<file path="src/sv/lcd_rect_fill_command_stream_unit_defines.svh">
// ----------------------------------------------------------------------------
// Assertion macros for the rectangle fill command stream unit
// Shared helpers that wrap a clocked property with reset gating.
// ----------------------------------------------------------------------------
`ifndef LCD_RECT_FILL_COMMAND_STREAM_UNIT_DEFINES_SVH
`define LCD_RECT_FILL_COMMAND_STREAM_UNIT_DEFINES_SVH

// Same-cycle implication, disabled while reset is asserted
`define LCDRF_ASSERT_NOW(label, clk, rst_n, ante, cons, msg) \
	label: assert property (@(posedge clk) disable iff (!(rst_n)) (ante) |-> (cons)) \
		else $error(msg);

// Next-cycle implication, disabled while reset is asserted
`define LCDRF_ASSERT_NEXT(label, clk, rst_n, ante, cons, msg) \
	label: assert property (@(posedge clk) disable iff (!(rst_n)) (ante) |=> (cons)) \
		else $error(msg);

`endif

</file>
<file path="src/sv/lcdrf_pkg.sv">
// ----------------------------------------------------------------------------
// lcdrf_pkg
// Types and constants shared by the rectangle fill command stream unit.
// ----------------------------------------------------------------------------
package lcdrf_pkg;

	// Controller command bytes
	localparam logic [7:0] CMD_COLUMN = 8'h2A;
	localparam logic [7:0] CMD_ROW    = 8'h2B;
	localparam logic [7:0] CMD_WRITE  = 8'h2C;

	// Configuration register indexes
	localparam logic [1:0] REG_PANEL_WIDTH   = 2'd0;
	localparam logic [1:0] REG_PANEL_HEIGHT  = 2'd1;
	localparam logic [1:0] REG_COLUMN_OFFSET = 2'd2;
	localparam logic [1:0] REG_ROW_OFFSET    = 2'd3;

	// Configuration reset values
	localparam logic [8:0] RST_PANEL_WIDTH   = 9'd128;
	localparam logic [8:0] RST_PANEL_HEIGHT  = 9'd128;
	localparam logic [7:0] RST_COLUMN_OFFSET = 8'd2;
	localparam logic [7:0] RST_ROW_OFFSET    = 8'd1;

	// Operation codes
	localparam logic OP_START = 1'b0;
	localparam logic OP_TICK  = 1'b1;

	// Header step positions; pixel phase follows the last command
	localparam logic [3:0] HDR_CMD_COL      = 4'd0;
	localparam logic [3:0] HDR_COL_START_HI = 4'd1;
	localparam logic [3:0] HDR_COL_START_LO = 4'd2;
	localparam logic [3:0] HDR_COL_END_HI   = 4'd3;
	localparam logic [3:0] HDR_COL_END_LO   = 4'd4;
	localparam logic [3:0] HDR_CMD_ROW      = 4'd5;
	localparam logic [3:0] HDR_ROW_START_HI = 4'd6;
	localparam logic [3:0] HDR_ROW_START_LO = 4'd7;
	localparam logic [3:0] HDR_ROW_END_HI   = 4'd8;
	localparam logic [3:0] HDR_ROW_END_LO   = 4'd9;
	localparam logic [3:0] HDR_CMD_WRITE    = 4'd10;
	localparam logic [3:0] HDR_PIXELS       = 4'd11;

	// Classified request as it travels through the queue
	typedef struct packed {
		logic        is_tick;
		logic        origin_ok;
		logic [15:0] col_start;
		logic [15:0] col_end;
		logic [15:0] row_start;
		logic [15:0] row_end;
		logic [15:0] color;
	} req_t;

endpackage

</file>
<file path="src/sv/lcdrf_front.sv">
// ----------------------------------------------------------------------------
// lcdrf_front
// Holds configuration, classifies items and clips fill requests to the panel.
// ----------------------------------------------------------------------------
module lcdrf_front #(
	parameter int MAX_SIDE = 256,
	parameter int SIDE_W   = 9
) (
	input  logic                clk,
	input  logic                arst_n,
	input  logic                cfg_write,
	input  logic [1:0]          cfg_index,
	input  logic [8:0]          cfg_data,
	input  logic                in_valid,
	output logic                in_stall,
	input  logic                operation,
	input  logic [15:0]         rect_x,
	input  logic [15:0]         rect_y,
	input  logic [15:0]         rect_width,
	input  logic [15:0]         rect_height,
	input  logic [15:0]         fill_color,
	input  logic                q_full,
	output logic                push,
	output lcdrf_pkg::req_t     req,
	output logic [SIDE_W-1:0]   clip_w,
	output logic [SIDE_W-1:0]   clip_h
);
	import lcdrf_pkg::*;

	logic [8:0]  panel_width_q;
	logic [8:0]  panel_height_q;
	logic [7:0]  column_offset_q;
	logic [7:0]  row_offset_q;

	logic [15:0] pw;
	logic [15:0] ph;
	logic [16:0] x_end;
	logic [16:0] y_end;
	logic [15:0] w_c;
	logic [15:0] h_c;

	// Write configuration registers
	always_ff @(posedge clk or negedge arst_n) begin
		if (!arst_n) begin
			panel_width_q   <= RST_PANEL_WIDTH;
			panel_height_q  <= RST_PANEL_HEIGHT;
			column_offset_q <= RST_COLUMN_OFFSET;
			row_offset_q    <= RST_ROW_OFFSET;
		end else if (cfg_write) begin
			unique case (cfg_index)
				REG_PANEL_WIDTH:   panel_width_q   <= cfg_data;
				REG_PANEL_HEIGHT:  panel_height_q  <= cfg_data;
				REG_COLUMN_OFFSET: column_offset_q <= cfg_data[7:0];
				REG_ROW_OFFSET:    row_offset_q    <= cfg_data[7:0];
				default: ;
			endcase
		end
	end

	// Stall while the queue has no room
	assign in_stall = q_full;
	assign push     = in_valid && !q_full;

	// Limit panel size to the largest supported side
	assign pw = ({7'd0, panel_width_q} > 16'(MAX_SIDE)) ? 16'(MAX_SIDE) : {7'd0, panel_width_q};
	assign ph = ({7'd0, panel_height_q} > 16'(MAX_SIDE)) ? 16'(MAX_SIDE)
		: {7'd0, panel_height_q};

	// Clip each side at the panel edge
	assign x_end = {1'b0, rect_x} + {1'b0, rect_width};
	assign y_end = {1'b0, rect_y} + {1'b0, rect_height};
	assign w_c   = (x_end > {1'b0, pw}) ? (pw - rect_x) : rect_width;
	assign h_c   = (y_end > {1'b0, ph}) ? (ph - rect_y) : rect_height;

	assign clip_w = w_c[SIDE_W-1:0];
	assign clip_h = h_c[SIDE_W-1:0];

	// Build window coordinates; end lies one below start when a side is zero
	always_comb begin
		req.is_tick   = (operation == OP_TICK);
		req.origin_ok = (rect_x < pw) && (rect_y < ph);
		req.col_start = rect_x + {8'd0, column_offset_q};
		req.col_end   = rect_x + w_c - 16'd1 + {8'd0, column_offset_q};
		req.row_start = rect_y + {8'd0, row_offset_q};
		req.row_end   = rect_y + h_c - 16'd1 + {8'd0, row_offset_q};
		req.color     = fill_color;
	end

endmodule

</file>
<file path="src/sv/lcdrf_queue.sv">
// ----------------------------------------------------------------------------
// lcdrf_queue
// Short first-in first-out queue between the front and the back.
// ----------------------------------------------------------------------------
`include "lcd_rect_fill_command_stream_unit_defines.svh"

module lcdrf_queue #(
	parameter int DATA_W = 8,
	parameter int DEPTH  = 4
) (
	input  logic              clk,
	input  logic              arst_n,
	input  logic              push,
	input  logic [DATA_W-1:0] wr_data,
	input  logic              pop,
	output logic [DATA_W-1:0] rd_data,
	output logic              not_empty,
	output logic              full
);
	localparam int PTR_W = (DEPTH > 1) ? $clog2(DEPTH) : 1;
	localparam int CNT_W = $clog2(DEPTH + 1);

	logic [DATA_W-1:0] slot_q [DEPTH];
	logic [PTR_W-1:0]  wr_ptr_q;
	logic [PTR_W-1:0]  rd_ptr_q;
	logic [CNT_W-1:0]  count_q;

	assign full      = (count_q == CNT_W'(DEPTH));
	assign not_empty = (count_q != '0);
	assign rd_data   = slot_q[rd_ptr_q];

	// Store an entry on push
	always_ff @(posedge clk) begin
		if (push) begin
			slot_q[wr_ptr_q] <= wr_data;
		end
	end

	// Advance pointers and occupancy
	always_ff @(posedge clk or negedge arst_n) begin
		if (!arst_n) begin
			wr_ptr_q <= '0;
			rd_ptr_q <= '0;
			count_q  <= '0;
		end else begin
			if (push) begin
				wr_ptr_q <= (wr_ptr_q == PTR_W'(DEPTH - 1)) ? '0 : wr_ptr_q + PTR_W'(1);
			end
			if (pop) begin
				rd_ptr_q <= (rd_ptr_q == PTR_W'(DEPTH - 1)) ? '0 : rd_ptr_q + PTR_W'(1);
			end
			if (push && !pop) begin
				count_q <= count_q + CNT_W'(1);
			end else if (pop && !push) begin
				count_q <= count_q - CNT_W'(1);
			end
		end
	end

	`LCDRF_ASSERT_NOW(a_no_push_full, clk, arst_n, full, !push, "push into a full queue")
	`LCDRF_ASSERT_NOW(a_no_pop_empty, clk, arst_n, !not_empty, !pop, "pop from an empty queue")
	`LCDRF_ASSERT_NEXT(a_pop_drains, clk, arst_n, pop && !push, count_q == $past(count_q) - CNT_W'(1), "occupancy did not drop on pop")

endmodule

</file>
<file path="src/sv/lcdrf_back.sv">
// ----------------------------------------------------------------------------
// lcdrf_back
// Executes queued requests and emits the command and pixel byte stream.
// ----------------------------------------------------------------------------
`include "lcd_rect_fill_command_stream_unit_defines.svh"

module lcdrf_back #(
	parameter int SIDE_W = 9,
	parameter int CNT_W  = 17
) (
	input  logic              clk,
	input  logic              arst_n,
	input  logic              head_valid,
	input  lcdrf_pkg::req_t   head,
	input  logic [SIDE_W-1:0] head_w,
	input  logic [SIDE_W-1:0] head_h,
	output logic              pop,
	output logic              out_valid,
	input  logic              out_stall,
	output logic [7:0]        out_byte,
	output logic              is_command,
	output logic              last_byte
);
	import lcdrf_pkg::*;

	logic              busy_q;
	logic [3:0]        step_q;
	logic              low_q;
	logic [CNT_W-1:0]  pixels_q;
	logic [15:0]       col_start_q;
	logic [15:0]       col_end_q;
	logic [15:0]       row_start_q;
	logic [15:0]       row_end_q;
	logic [15:0]       color_q;

	logic              out_valid_q;
	logic [7:0]        out_byte_q;
	logic              is_command_q;
	logic              last_byte_q;

	logic              out_ready;
	logic              pop_tick;
	logic              pop_start;
	logic              emit;
	logic [7:0]        hdr_byte;
	logic              hdr_cmd;
	logic [2*SIDE_W-1:0] pix_prod;

	// Pop starts at once; ticks wait for room in the output register
	assign out_ready = !out_valid_q || !out_stall;
	assign pop       = head_valid && (!head.is_tick || out_ready);
	assign pop_tick  = pop && head.is_tick;
	assign pop_start = pop && !head.is_tick;
	assign emit      = pop_tick && busy_q;
	assign pix_prod  = head_w * head_h;

	// Select the header byte for the current step
	always_comb begin
		hdr_cmd  = 1'b0;
		hdr_byte = 8'h00;
		unique case (step_q)
			HDR_CMD_COL:      begin hdr_byte = CMD_COLUMN; hdr_cmd = 1'b1; end
			HDR_COL_START_HI: hdr_byte = col_start_q[15:8];
			HDR_COL_START_LO: hdr_byte = col_start_q[7:0];
			HDR_COL_END_HI:   hdr_byte = col_end_q[15:8];
			HDR_COL_END_LO:   hdr_byte = col_end_q[7:0];
			HDR_CMD_ROW:      begin hdr_byte = CMD_ROW; hdr_cmd = 1'b1; end
			HDR_ROW_START_HI: hdr_byte = row_start_q[15:8];
			HDR_ROW_START_LO: hdr_byte = row_start_q[7:0];
			HDR_ROW_END_HI:   hdr_byte = row_end_q[15:8];
			HDR_ROW_END_LO:   hdr_byte = row_end_q[7:0];
			HDR_CMD_WRITE:    begin hdr_byte = CMD_WRITE; hdr_cmd = 1'b1; end
			default:          hdr_byte = 8'h00;
		endcase
	end

	// Latch the window on an accepted start
	always_ff @(posedge clk) begin
		if (pop_start && !busy_q && head.origin_ok) begin
			col_start_q <= head.col_start;
			col_end_q   <= head.col_end;
			row_start_q <= head.row_start;
			row_end_q   <= head.row_end;
			color_q     <= head.color;
		end
	end

	// Sequence header, then pixel pairs
	always_ff @(posedge clk or negedge arst_n) begin
		if (!arst_n) begin
			busy_q   <= 1'b0;
			step_q   <= HDR_CMD_COL;
			low_q    <= 1'b0;
			pixels_q <= '0;
		end else if (pop_start && !busy_q && head.origin_ok) begin
			busy_q   <= 1'b1;
			step_q   <= HDR_CMD_COL;
			low_q    <= 1'b0;
			pixels_q <= pix_prod[CNT_W-1:0];
		end else if (emit) begin
			if (step_q != HDR_PIXELS) begin
				step_q <= step_q + 4'd1;
				if (step_q == HDR_CMD_WRITE && pixels_q == '0) begin
					busy_q <= 1'b0;
					step_q <= HDR_CMD_COL;
				end
			end else if (!low_q) begin
				low_q <= 1'b1;
			end else begin
				low_q    <= 1'b0;
				pixels_q <= pixels_q - CNT_W'(1);
				if (pixels_q == CNT_W'(1)) begin
					busy_q <= 1'b0;
					step_q <= HDR_CMD_COL;
				end
			end
		end
	end

	// Output register: load on a productive tick, drop once transferred
	always_ff @(posedge clk or negedge arst_n) begin
		if (!arst_n) begin
			out_valid_q <= 1'b0;
		end else if (out_ready) begin
			out_valid_q <= emit;
		end
	end

	always_ff @(posedge clk) begin
		if (emit) begin
			if (step_q != HDR_PIXELS) begin
				out_byte_q   <= hdr_byte;
				is_command_q <= hdr_cmd;
				last_byte_q  <= (step_q == HDR_CMD_WRITE) && (pixels_q == '0);
			end else begin
				out_byte_q   <= low_q ? color_q[7:0] : color_q[15:8];
				is_command_q <= 1'b0;
				last_byte_q  <= low_q && (pixels_q == CNT_W'(1));
			end
		end
	end

	assign out_valid  = out_valid_q;
	assign out_byte   = out_byte_q;
	assign is_command = is_command_q;
	assign last_byte  = last_byte_q;

	`LCDRF_ASSERT_NOW(a_idle_clean, clk, arst_n, !busy_q, step_q == HDR_CMD_COL && !low_q, "idle with stale sequence state")
	`LCDRF_ASSERT_NOW(a_low_in_pixels, clk, arst_n, low_q, step_q == HDR_PIXELS, "low half outside pixel phase")
	`LCDRF_ASSERT_NOW(a_pixels_left, clk, arst_n, busy_q && step_q == HDR_PIXELS, pixels_q != '0, "pixel phase with no pixels left")

endmodule

</file>
<file path="src/sv/lcd_rect_fill_command_stream_unit.sv">
// ----------------------------------------------------------------------------
// lcd_rect_fill_command_stream_unit
// Streams window and fill commands for a serial TFT controller (RGB565).
// ----------------------------------------------------------------------------
// Usage:
//   Input channel (in_valid/in_stall) carries items: operation 0 is a fill
//   request (origin, size, colour), operation 1 is a tick asking for the next
//   byte. Requests off the panel, or arriving while a stream runs, are dropped.
//   Output channel (out_valid/out_stall) carries one byte per productive tick
//   with its command flag and a last flag on the stream's final byte.
//   Configuration is written through cfg_write/cfg_index/cfg_data while idle.
// Timing:
//   One item is taken every cycle while the queue has room. A tick's byte
//   passes through the queue and then the output register before it shows
//   on the output. The back end's one-entry-per-cycle pop from the queue,
//   held only while a tick waits on a stalled output, sets that rate.
// Stalls:
//   A stalled output holds its byte; ticks then wait in the queue and the
//   input stalls only once the queue is full. Start requests never wait on
//   the output.
// Reset:
//   Clears the queue, the stream state and the output valid; configuration
//   returns to a 128 by 128 panel with offsets 2 and 1.
// ----------------------------------------------------------------------------
module lcd_rect_fill_command_stream_unit #(
	parameter int MAX_SIDE = 256
) (
	input  logic        clk,
	input  logic        arst_n,
	input  logic        cfg_write,
	input  logic [1:0]  cfg_index,
	input  logic [8:0]  cfg_data,
	input  logic        in_valid,
	output logic        in_stall,
	input  logic        operation,
	input  logic [15:0] rect_x,
	input  logic [15:0] rect_y,
	input  logic [15:0] rect_width,
	input  logic [15:0] rect_height,
	input  logic [15:0] fill_color,
	output logic        out_valid,
	input  logic        out_stall,
	output logic [7:0]  out_byte,
	output logic        is_command,
	output logic        last_byte
);
	import lcdrf_pkg::*;

	localparam int SIDE_W  = $clog2(MAX_SIDE + 1);
	localparam int CNT_W   = $clog2(MAX_SIDE * MAX_SIDE + 1);
	localparam int ENTRY_W = $bits(req_t) + 2 * SIDE_W;
	localparam int Q_DEPTH = 4;

	req_t              f_req;
	logic [SIDE_W-1:0] f_w;
	logic [SIDE_W-1:0] f_h;
	logic              push;
	logic              q_full;
	logic              q_not_empty;
	logic              pop;
	logic [ENTRY_W-1:0] q_rd;
	req_t              b_req;
	logic [SIDE_W-1:0] b_w;
	logic [SIDE_W-1:0] b_h;

	lcdrf_front #(
		.MAX_SIDE (MAX_SIDE),
		.SIDE_W   (SIDE_W)
	) u_front (
		.clk         (clk),
		.arst_n      (arst_n),
		.cfg_write   (cfg_write),
		.cfg_index   (cfg_index),
		.cfg_data    (cfg_data),
		.in_valid    (in_valid),
		.in_stall    (in_stall),
		.operation   (operation),
		.rect_x      (rect_x),
		.rect_y      (rect_y),
		.rect_width  (rect_width),
		.rect_height (rect_height),
		.fill_color  (fill_color),
		.q_full      (q_full),
		.push        (push),
		.req         (f_req),
		.clip_w      (f_w),
		.clip_h      (f_h)
	);

	lcdrf_queue #(
		.DATA_W (ENTRY_W),
		.DEPTH  (Q_DEPTH)
	) u_queue (
		.clk       (clk),
		.arst_n    (arst_n),
		.push      (push),
		.wr_data   ({f_req, f_w, f_h}),
		.pop       (pop),
		.rd_data   (q_rd),
		.not_empty (q_not_empty),
		.full      (q_full)
	);

	assign {b_req, b_w, b_h} = q_rd;

	lcdrf_back #(
		.SIDE_W (SIDE_W),
		.CNT_W  (CNT_W)
	) u_back (
		.clk        (clk),
		.arst_n     (arst_n),
		.head_valid (q_not_empty),
		.head       (b_req),
		.head_w     (b_w),
		.head_h     (b_h),
		.pop        (pop),
		.out_valid  (out_valid),
		.out_stall  (out_stall),
		.out_byte   (out_byte),
		.is_command (is_command),
		.last_byte  (last_byte)
	);

endmodule

</file>
<file path="config.mk">
export PLATFORM = sky130hd
export DESIGN_NAME = lcd_rect_fill_command_stream_unit
export DESIGN_NICKNAME = d
export VERILOG_FILES = /design/src/sv/lcdrf_pkg.sv /design/src/sv/lcdrf_front.sv /design/src/sv/lcdrf_queue.sv /design/src/sv/lcdrf_back.sv /design/src/sv/lcd_rect_fill_command_stream_unit.sv
export VERILOG_INCLUDE_DIRS = /design/src /design/src/sv
export SDC_FILE = /design/constraint.sdc
export NUM_CORES = 1
export LEC_CHECK = 0
export ABC_AREA = 1
export BUFFER_PORTS_ARGS = -buffer_cell sky130_fd_sc_hd__buf_2
export CAP_MARGIN = 20
export CORE_MARGIN = 2
export CORE_UTILIZATION = 43
export DETAILED_ROUTE_END_ITERATION = 12
export MAX_ROUTING_LAYER = met4
export PLACE_DENSITY = 0.66
export SKIP_LAST_GASP = 1
export SLEW_MARGIN = 25
export SYNTH_ARGS = -nofsm -noshare
export SYNTH_HDL_FRONTEND = slang
export SYNTH_SLANG_ARGS = --single-unit
</file>
<file path="constraint.sdc">
create_clock -name clk -period 8 [get_ports clk]
set_input_delay 0 -clock clk [delete_from_list [all_inputs] [get_ports clk]]
set_output_delay 0 -clock clk [all_outputs]
set_load 0.01 [all_outputs]
</file>
* After elaboration in Yosys (flattened, before gate mapping) *
Memories as Yosys holds them, arrays and structs flattened.
Cells that the tools add are included.

cells by class
  muxes and demuxes = 35
  $mul = 1
  order comparisons = 6
  eq/ne operators = 20
  add/sub/neg operators = 18
  reductions and logical operators = 39

operator list
  operator                                               number
  one-hot mux 8 bit (11 select lines)                    1
  2-to-1 mux 17 bit                                      4
  adder 16 x 8 -> 16 bit                                 4
  adder 16 x 16 -> 17 bit                                2
  greater-than comparator 17 x 16 -> 1 bit               2
  adder 16 bit                                           2
  less-than comparator 16 bit                            2
  2-to-1 mux 16 bit                                      2
  subtractor 16 x 1 -> 16 bit (second input constant)    2
  subtractor 16 bit                                      2
  2-to-1 mux 4 bit                                       6
  greater-than comparator 9 bit (second input constant)  2
  2-to-1 mux 9 bit                                       2
  equality test 17 x 1 -> 1 bit (second input constant)  1
  zero test 17 bit                                       1
  multiplier 9 x 9 -> 17 bit                             1
  subtractor 17 x 1 -> 17 bit (second input constant)    1
  equality test 4 x 3 -> 1 bit (second input constant)   4
  2-to-1 mux 8 bit                                       2
  2-to-1 mux 1 bit                                       14
  equality test 4 bit (second input constant)            3
  logical AND 1 bit                                      12
  AND reduction 2 bit                                    5
  nonzero test 3 bit                                     3
  22 further kinds                                       39

storage, ports and cells
  bits in registers = 155
  bits in writable memories = 400
  memories = 1
  bits of input ports = 97

memory list
  name            words  bits a word  read ports  clocked after Yosys merged registers in  wr ports  line               RTL
  u_queue.slot_q  4      100          1           0                                        1         lcdrf_queue.sv:23  logic [DATA_W-1:0] slot_q [DEPTH];

* Depth between registers and ports, before layout *
Gate-level depths: netlist (run 1).

  depth in word-level cells = 9
  mapped depth = 39
  depth with buffers taken out = 38

* Modules after synthesis *
From an unflattened synthesis (run 1), not the netlist that was laid out.

second synthesis, totals
  cell total of the unflattened synthesis = 3,526
  area, all modules = 33,285.7 um^2

by module, submodules not included
  module       instances  sequential area each (um^2)  area an instance (um^2)  cells each
  lcdrf_queue  1          12,186.7                     16,433.3                 1,220
  lcdrf_front  1          855.8                        8,757.1                  1,349
  lcdrf_back   1          3,303.2                      8,095.3                  957

* Worst setup path before layout (run 1) *
No wires, ideal clock.

  kind = register to register
  start = reg u_queue.count_q[0]
  end = mem u_queue.slot_q[0][0] (netlist bit), enable pin
  stages on the path, launching flop included = 5
  clock period less this slack = 5.611 ns
  arrival = 5.051 ns
  path slack = 2.389 ns
  cell sequence = dfrtp_1 > nor3_1 > nor2_1 > inv_1 > nor2_1

on the way
  word-level cells in the longest chain between the ends = 5

ends and longest elaborated chain
  what                                    line                                     RTL
  start, declared                         lcdrf_queue.sv:26                        logic [CNT_W-1:0] count_q;
  start signal, assigned                  lcdrf_queue.sv:53                        count_q <= count_q + CNT_W'(1);
  start signal, assigned                  lcdrf_queue.sv:55                        count_q <= count_q - CNT_W'(1);
  equality test 3 bit                     lcdrf_queue.sv:28                        assign full = (count_q == CNT_W'(DEPTH));
  via in_stall                            lcd_rect_fill_command_stream_unit.sv:34  output logic in_stall,
  zero test 1 bit                         lcdrf_front.sv:62                        assign push = in_valid && !q_full;
  logical AND 1 bit                       lcdrf_front.sv:62
  via push                                lcd_rect_fill_command_stream_unit.sv:57  logic push;
  2-to-1 mux 1 bit                        lcdrf_queue.sv:34                        if (push) begin
  2-to-1 mux 1 bit (not written as such)  lcdrf_queue.sv:35                        slot_q[wr_ptr_q] <= wr_data;
  end, declared                           lcdrf_queue.sv:23

The timed path passes the listed nets, and every way through them passes these cells.

==> metrics.txt, run 1 <==
first-pass GRT wire length=120000 um; clock period minus worst slack=6.39 ns; Worst Tran Pin Value=0.994 ns; Synth top area share=0.473; CTS tree=yes; YS warnings=0; critical path class=in -> reg; WL/cell=~18 um; slowest cell on the critical path=dlygate4sd3_1; RSZ-0062 raised after global routing=false; CTS max path bufs=3; Critical Path AT=6.79 ns; Std-Cell Rows=98; outcome=finished clean; setup TNS=0 ns; leading area contributor after synthesis=edfxtp_1; most used cell, CP=nand2_1; RePlAce Congestion=0.910; Synth Flop Type=edfxtp_1; Post-synth EDFFs=between 400 and 500; Die ar.=74500 um2; CP Capture Type=flop; Final Cell Area=35200 um2; Layout Utilization=0.492; synth top area cells=edfxtp_1 47%, ha_1 8.3%, nand2_1 6.5%; # DRC=0; Fmax=157 MHz; Initial Util=0.435; DP HPWL=54400 um; Post-DP Area=between 30000 and 40000 um2; Routed WL=just under 80000 um; Final period util=0.799; Slowest Stage Delay on Critical Path=0.56 ns; Min Hold Slack=0.000770 ns; Syn Inst Count=slightly above 3000; Final Hold Viols=0; initial antenna violation count=4; Critical Path RT=8.40 ns; vias in the first global route=21400; initial DRC count=1935; All-Layer GR Usage=0.213; total gr overflow=0; IO Pins=109; DIE HEIGHT=273 um; Port Buf Inserts=around 110; Hold-fix buffers, CTS=60; largest net degree at the start of global routing=around 200; Worst slew margin=0.337; Slew Viols, Final=0; worst hold path class=in -> reg; Die Wd=approximately 270 um; Setup Viol. Count Final=0; H-Tree Depth=2; postcts setup bufs=0; DRT antenna net count=0; synthesized area per cell=between 10 and 15 um2; CTS Root Cell=clkbuf_16; most common cell in the netlist=nand2_1; CTS clk-pin slew, worst paths=roughly 0.06 ns; drt via density=5.23; sequential area share after synthesis=0.526; CTS buffer count=58; Setup crit start kind=primary input; Worst Skew=0.0265 ns; Sink Count=555; number of distinct library cells after synthesis=60; async set-reset flop share out of synthesis=0.117; layout cell share with drive strength beyond 1=0.0868; #FFs+latches synth=555; via count=~22000; Post-synth top cells=542 x nand2_1, 490 x edfxtp_1, 433 x inv_1; CTS resizes=0; Core Box Area=between 70000 and 80000 um2; Clk Latency, worst-skew pair=0.62 ns; Mapped Area=31100 um2; Syn Nets=3479; DR pass1 iterations=5; fin nets=3646; worst-path fanout max=32; area growth from synthesis to layout=13.1%; number of max-cap violations=0
==> layout make-up <==
type                            instances  area (um2)
Clock buffer                           78        1550
Multi-Input combinational cell       2021       12700
Inverter                              443        1670
Antenna cell                            2        5.00
Sequential cell                       555       16400
Fill cell                            6554       36300
Tap cell                              950        1190
Timing Repair Buffer                  192        1400
Clock inverter                         30         270
==> kinds of logic after synthesis <==
| group | synth area share |
|---|---|
| adder cells (fa/ha/maj) | 0.129 |
| multiplexers | 0.000362 |
| AO/OA/AOI/OAI | 0.112 |
| buffers and inverters | 0.0655 |
| XOR/XNOR | 0.0301 |
| AND/OR/NAND/NOR | 0.137 |
| flip-flops | 0.526 |
==> worst max-delay path: cells and delay by family <==
kind | cells | cell delay [ns]
fa+ha+maj | 7 | 2.23
simple gates | 16 | 1.59
compound gates | 6 | 1.48
buf+inv | 6 | 0.98
xor+xnor | 2 | 0.46
==> through the flow <==
step | worst slack, ns | cells
after floorplan | 2.39 | 3104
after global placement | 1.74 | 4097
after detailed placement | 1.58 | 4098
after CTS | 1.57 | 4266
after global routing | 0.941 | 4271
final | 1.61 | 4271
==> worst paths after layout <==
check / start / slack [ns] / to / cells after the start
worst min register to register: u_front.panel_height_q[6]$_DFFE_PN0P_ / 0.49 / u_front.panel_height_q[6]$_DFFE_PN0P_ / 2
worst min-delay path: rect_width[6] / 0.0008 / u_queue.slot_q[0][15]$_DFFE_PP_ / 3
max in group asynchronous: arst_n / 6.99 / u_front.panel_height_q[7]$_DFFE_PN1P_ / 4
worst max register to register: u_queue.rd_ptr_q[1]$_DFFE_PN0P_ / 1.63 / u_back.pixels_q[14]$_DFFE_PN0P_ / 19
worst max-delay path: rect_y[0] / 1.61 / u_queue.slot_q[1][47]$_DFFE_PP_ / 37
min in group asynchronous: arst_n / 0.36 / u_back.pixels_q[9]$_DFFE_PN0P_ / 3
==> cell usage in the layout (no fill, tap or decap), types with 19 or more instances in the layout <==
cell type,n
a21oi_1,145
buf_2,107
buf_4,19
clkbuf_1,19
clkbuf_16,59
dfrtp_1,59
dlygate4sd3_1,61
edfxtp_1,490
fa_1,72
ha_1,206
inv_1,432
nand2_1,542
nand3_1,81
nand4_1,23
nor2_1,305
nor3_1,26
o21ai_0,249
o21ai_1,21
o22ai_1,82
xnor2_1,25
xor2_1,82
==> metal layers <==
| layer | wire length [um] | GRT usage | part of all wire |
|---|---|---|---|
| met5 | 0 | - | 0 |
| met4 | 1890 | 0.0552 | 0.024 |
| met3 | 4280 | 0.0221 | 0.055 |
| met2 | 37100 | 0.352 | 0.48 |
| met1 | 34200 | 0.280 | 0.44 |
==> registers in the layout (all words and copies together), names as in the netlist <==
name / flops
u_queue.slot_q: 400
u_back.pixels_q: 17
u_back.col_end_q: 16
u_back.col_start_q: 16
u_back.color_q: 16
u_back.row_end_q: 16
u_back.row_start_q: 16
u_front.panel_height_q: 9
u_front.panel_width_q: 9
u_back.out_byte: 8
u_front.column_offset_q: 8
u_front.row_offset_q: 8
u_back.step_q: 4
u_queue.count_q: 3
u_queue.rd_ptr_q: 2
u_queue.wr_ptr_q: 2
u_back.busy_q: 1
u_back.is_command: 1
u_back.last_byte: 1
u_back.low_q: 1
u_back.out_valid: 1
Power of run 1 is left out: the tool's default activity adds up to more than one toggle a clock period on the data nets, which glitch-free logic cannot reach.
==> run 2, diff against run 1 <==
clock period = 6.4 ns   (was 8 ns; I/O delays follow)
==> run 2 against run 1 <==
Effect of this change:
- via count down 0.14%
- routed wire length down 0.73%
- non-clock buffer count up 26
- clock-buffer cell count down 6
- final cell count up 0.54%
- utilization up 0.37 points
- worst hold slack better by 0.030 ns
- critical path depth down 2
- setup slack worse by 1.1 ns
- global-route usage down 0.19 points
- register-to-register slack worse by 1.0 ns
==> metrics.txt, run 2 (synthesis results as in run 1) <==
most frequent cells in the layout=542 x nand2_1, 490 x edfxtp_1, 432 x inv_1, 305 x nor2_1, 249 x o21ai_0; DIE HEIGHT=273 um; Critical Path RT=6.74 ns; worst reg2reg setup slack=0.62 ns; # DRC=0; Worst slew margin=0.313; CP Capture Type=flop; CTS clk-pin slew, worst paths=0.06 ns; slowest cell on the critical path=dlygate4sd3_1; Most flops, register=u_queue.slot_q; CTS Root Cell=clkbuf_16; Routed WL=76900 um; Critical Path AT=6.27 ns; outcome=finished clean; fin nets=3671; initial antenna violation count=1; H-Tree Depth=2; total gr overflow=0; largest net degree at the start of global routing=80; DRT antenna net count=0; RSZ-0062 raised after global routing=false; Die Wd=273 um; most used cell, CP=nand2_1; first-pass GRT wire length=119000 um; layout cell share with drive strength beyond 1=0.0933; DP HPWL=55300 um; Die ar.=about 74000 um2; CTS tree=yes; Final period util=0.927; Final Hold Viols=0; vias in the first global route=21400; Core Box Area=a little over 70000 um2; delay-heaviest family, CP=adder cells; drt via density=roughly 5.2; IO Pins=109; Initial Util=0.435; DR pass1 iterations=6; Slew Viols, Final=0; setup TNS=0 ns; clock period minus worst slack=5.94 ns; max FFs per register=400; WL/cell=approximately 18 um; Setup crit start kind=primary input; Worst Tran Pin Value=1.03 ns; CTS buffer count=57; postcts setup bufs=0; Std-Cell Rows=98; number of max-cap violations=0; via count=22300; RePlAce Congestion=between 0.9 and 1; Sink Count=555; area growth from synthesis to layout=14.0%; biggest regs=u_queue.slot_q x400, u_back.pixels_q x17; Fmax=about 170 MHz; most common cell after layout, fill and taps aside=nand2_1; Clk Latency, worst-skew pair=0.62 ns; All-Layer GR Usage=0.211; Slowest Stage Delay on Critical Path=roughly 0.54 ns; Buf+Inv Stages, Crit Path=5; CTS max path bufs=3; Port Buf Inserts=roughly 110; worst hold path class=in -> reg; initial DRC count=1637; Setup Viol. Count Final=0; worst-path fanout max=11; Worst Skew=between 0.02 and 0.025 ns; critical path class=in -> reg
-- run 2: repair_timing --
| item | CTS | global route |
|---|---|---|
| endpoints found under the setup margin | 0 | 12 |
| endpoints found under the hold margin | 303 | 0 |
| hold buffers | 64 | 0 |
| gates resized for setup | 0 | 1 |
-- run 2: area by class of cell --
cell class / count / area [um2]
antenna: 1 / 2.50
timing repair buffer: 218 / 1580
tap: 950 / 1190
inverter: 443 / 1670
clock inverter: 34 / 363
clock buffer: 72 / 1530
fill: 6459 / 36000
sequential: 555 / 16400
multi-input combinational: 2021 / 12800
-- run 2: stage by stage --
stage / area, um2 / instances / setup slack [ns] / util / hold slack [ns]
after floorplan: 31100 / 3104 / 0.789 / - / -0.296
after global placement: 32900 / 4122 / 0.535 / 0.460 / -0.175
after detailed placement: 32900 / 4122 / 0.465 / 0.460 / -0.173
after CTS: 35400 / 4292 / 0.518 / 0.495 / 0.00534
after global routing: 35400 / 4294 / 0.0177 / 0.496 / 0.0530
final: 35400 / 4294 / 0.465 / 0.496 / 0.0305
-- run 2: worst min-delay path, cell delays in order --
cell     delay (ns)
buf_2          0.11
nor2_1         0.05
nand2_1        0.32
o21ai_0        0.14
-- run 2: layer usage --
layer	wire length (um)	track usage	part of all wire	up-vias
met5	0	-	0	-
met4	1880	0.0544	0.025	0
met3	3660	0.0258	0.048	90
met2	36400	0.342	0.47	544
met1	34900	0.281	0.45	10700
li1	-	-	-	11000
-- run 2: worst paths after layout --
check,from,to,depth (start not counted)
worst max-delay path,rect_y[0],u_queue.slot_q[2][47]$_DFFE_PP_,35
worst min-delay path,cfg_index[0],u_front.column_offset_q[1]$_DFFE_PN1P_,4
worst max register to register,u_front.panel_height_q[3]$_DFFE_PN0P_,u_queue.slot_q[2][47]$_DFFE_PP_,34
worst min register to register,u_front.panel_height_q[2]$_DFFE_PN0P_,u_front.panel_height_q[2]$_DFFE_PN0P_,2
max in group asynchronous,arst_n,u_queue.rd_ptr_q[0]$_DFFE_PN0P_,3
min in group asynchronous,arst_n,u_back.pixels_q[8]$_DFFE_PN0P_,3
Power of run 2 is left out for the same reason.
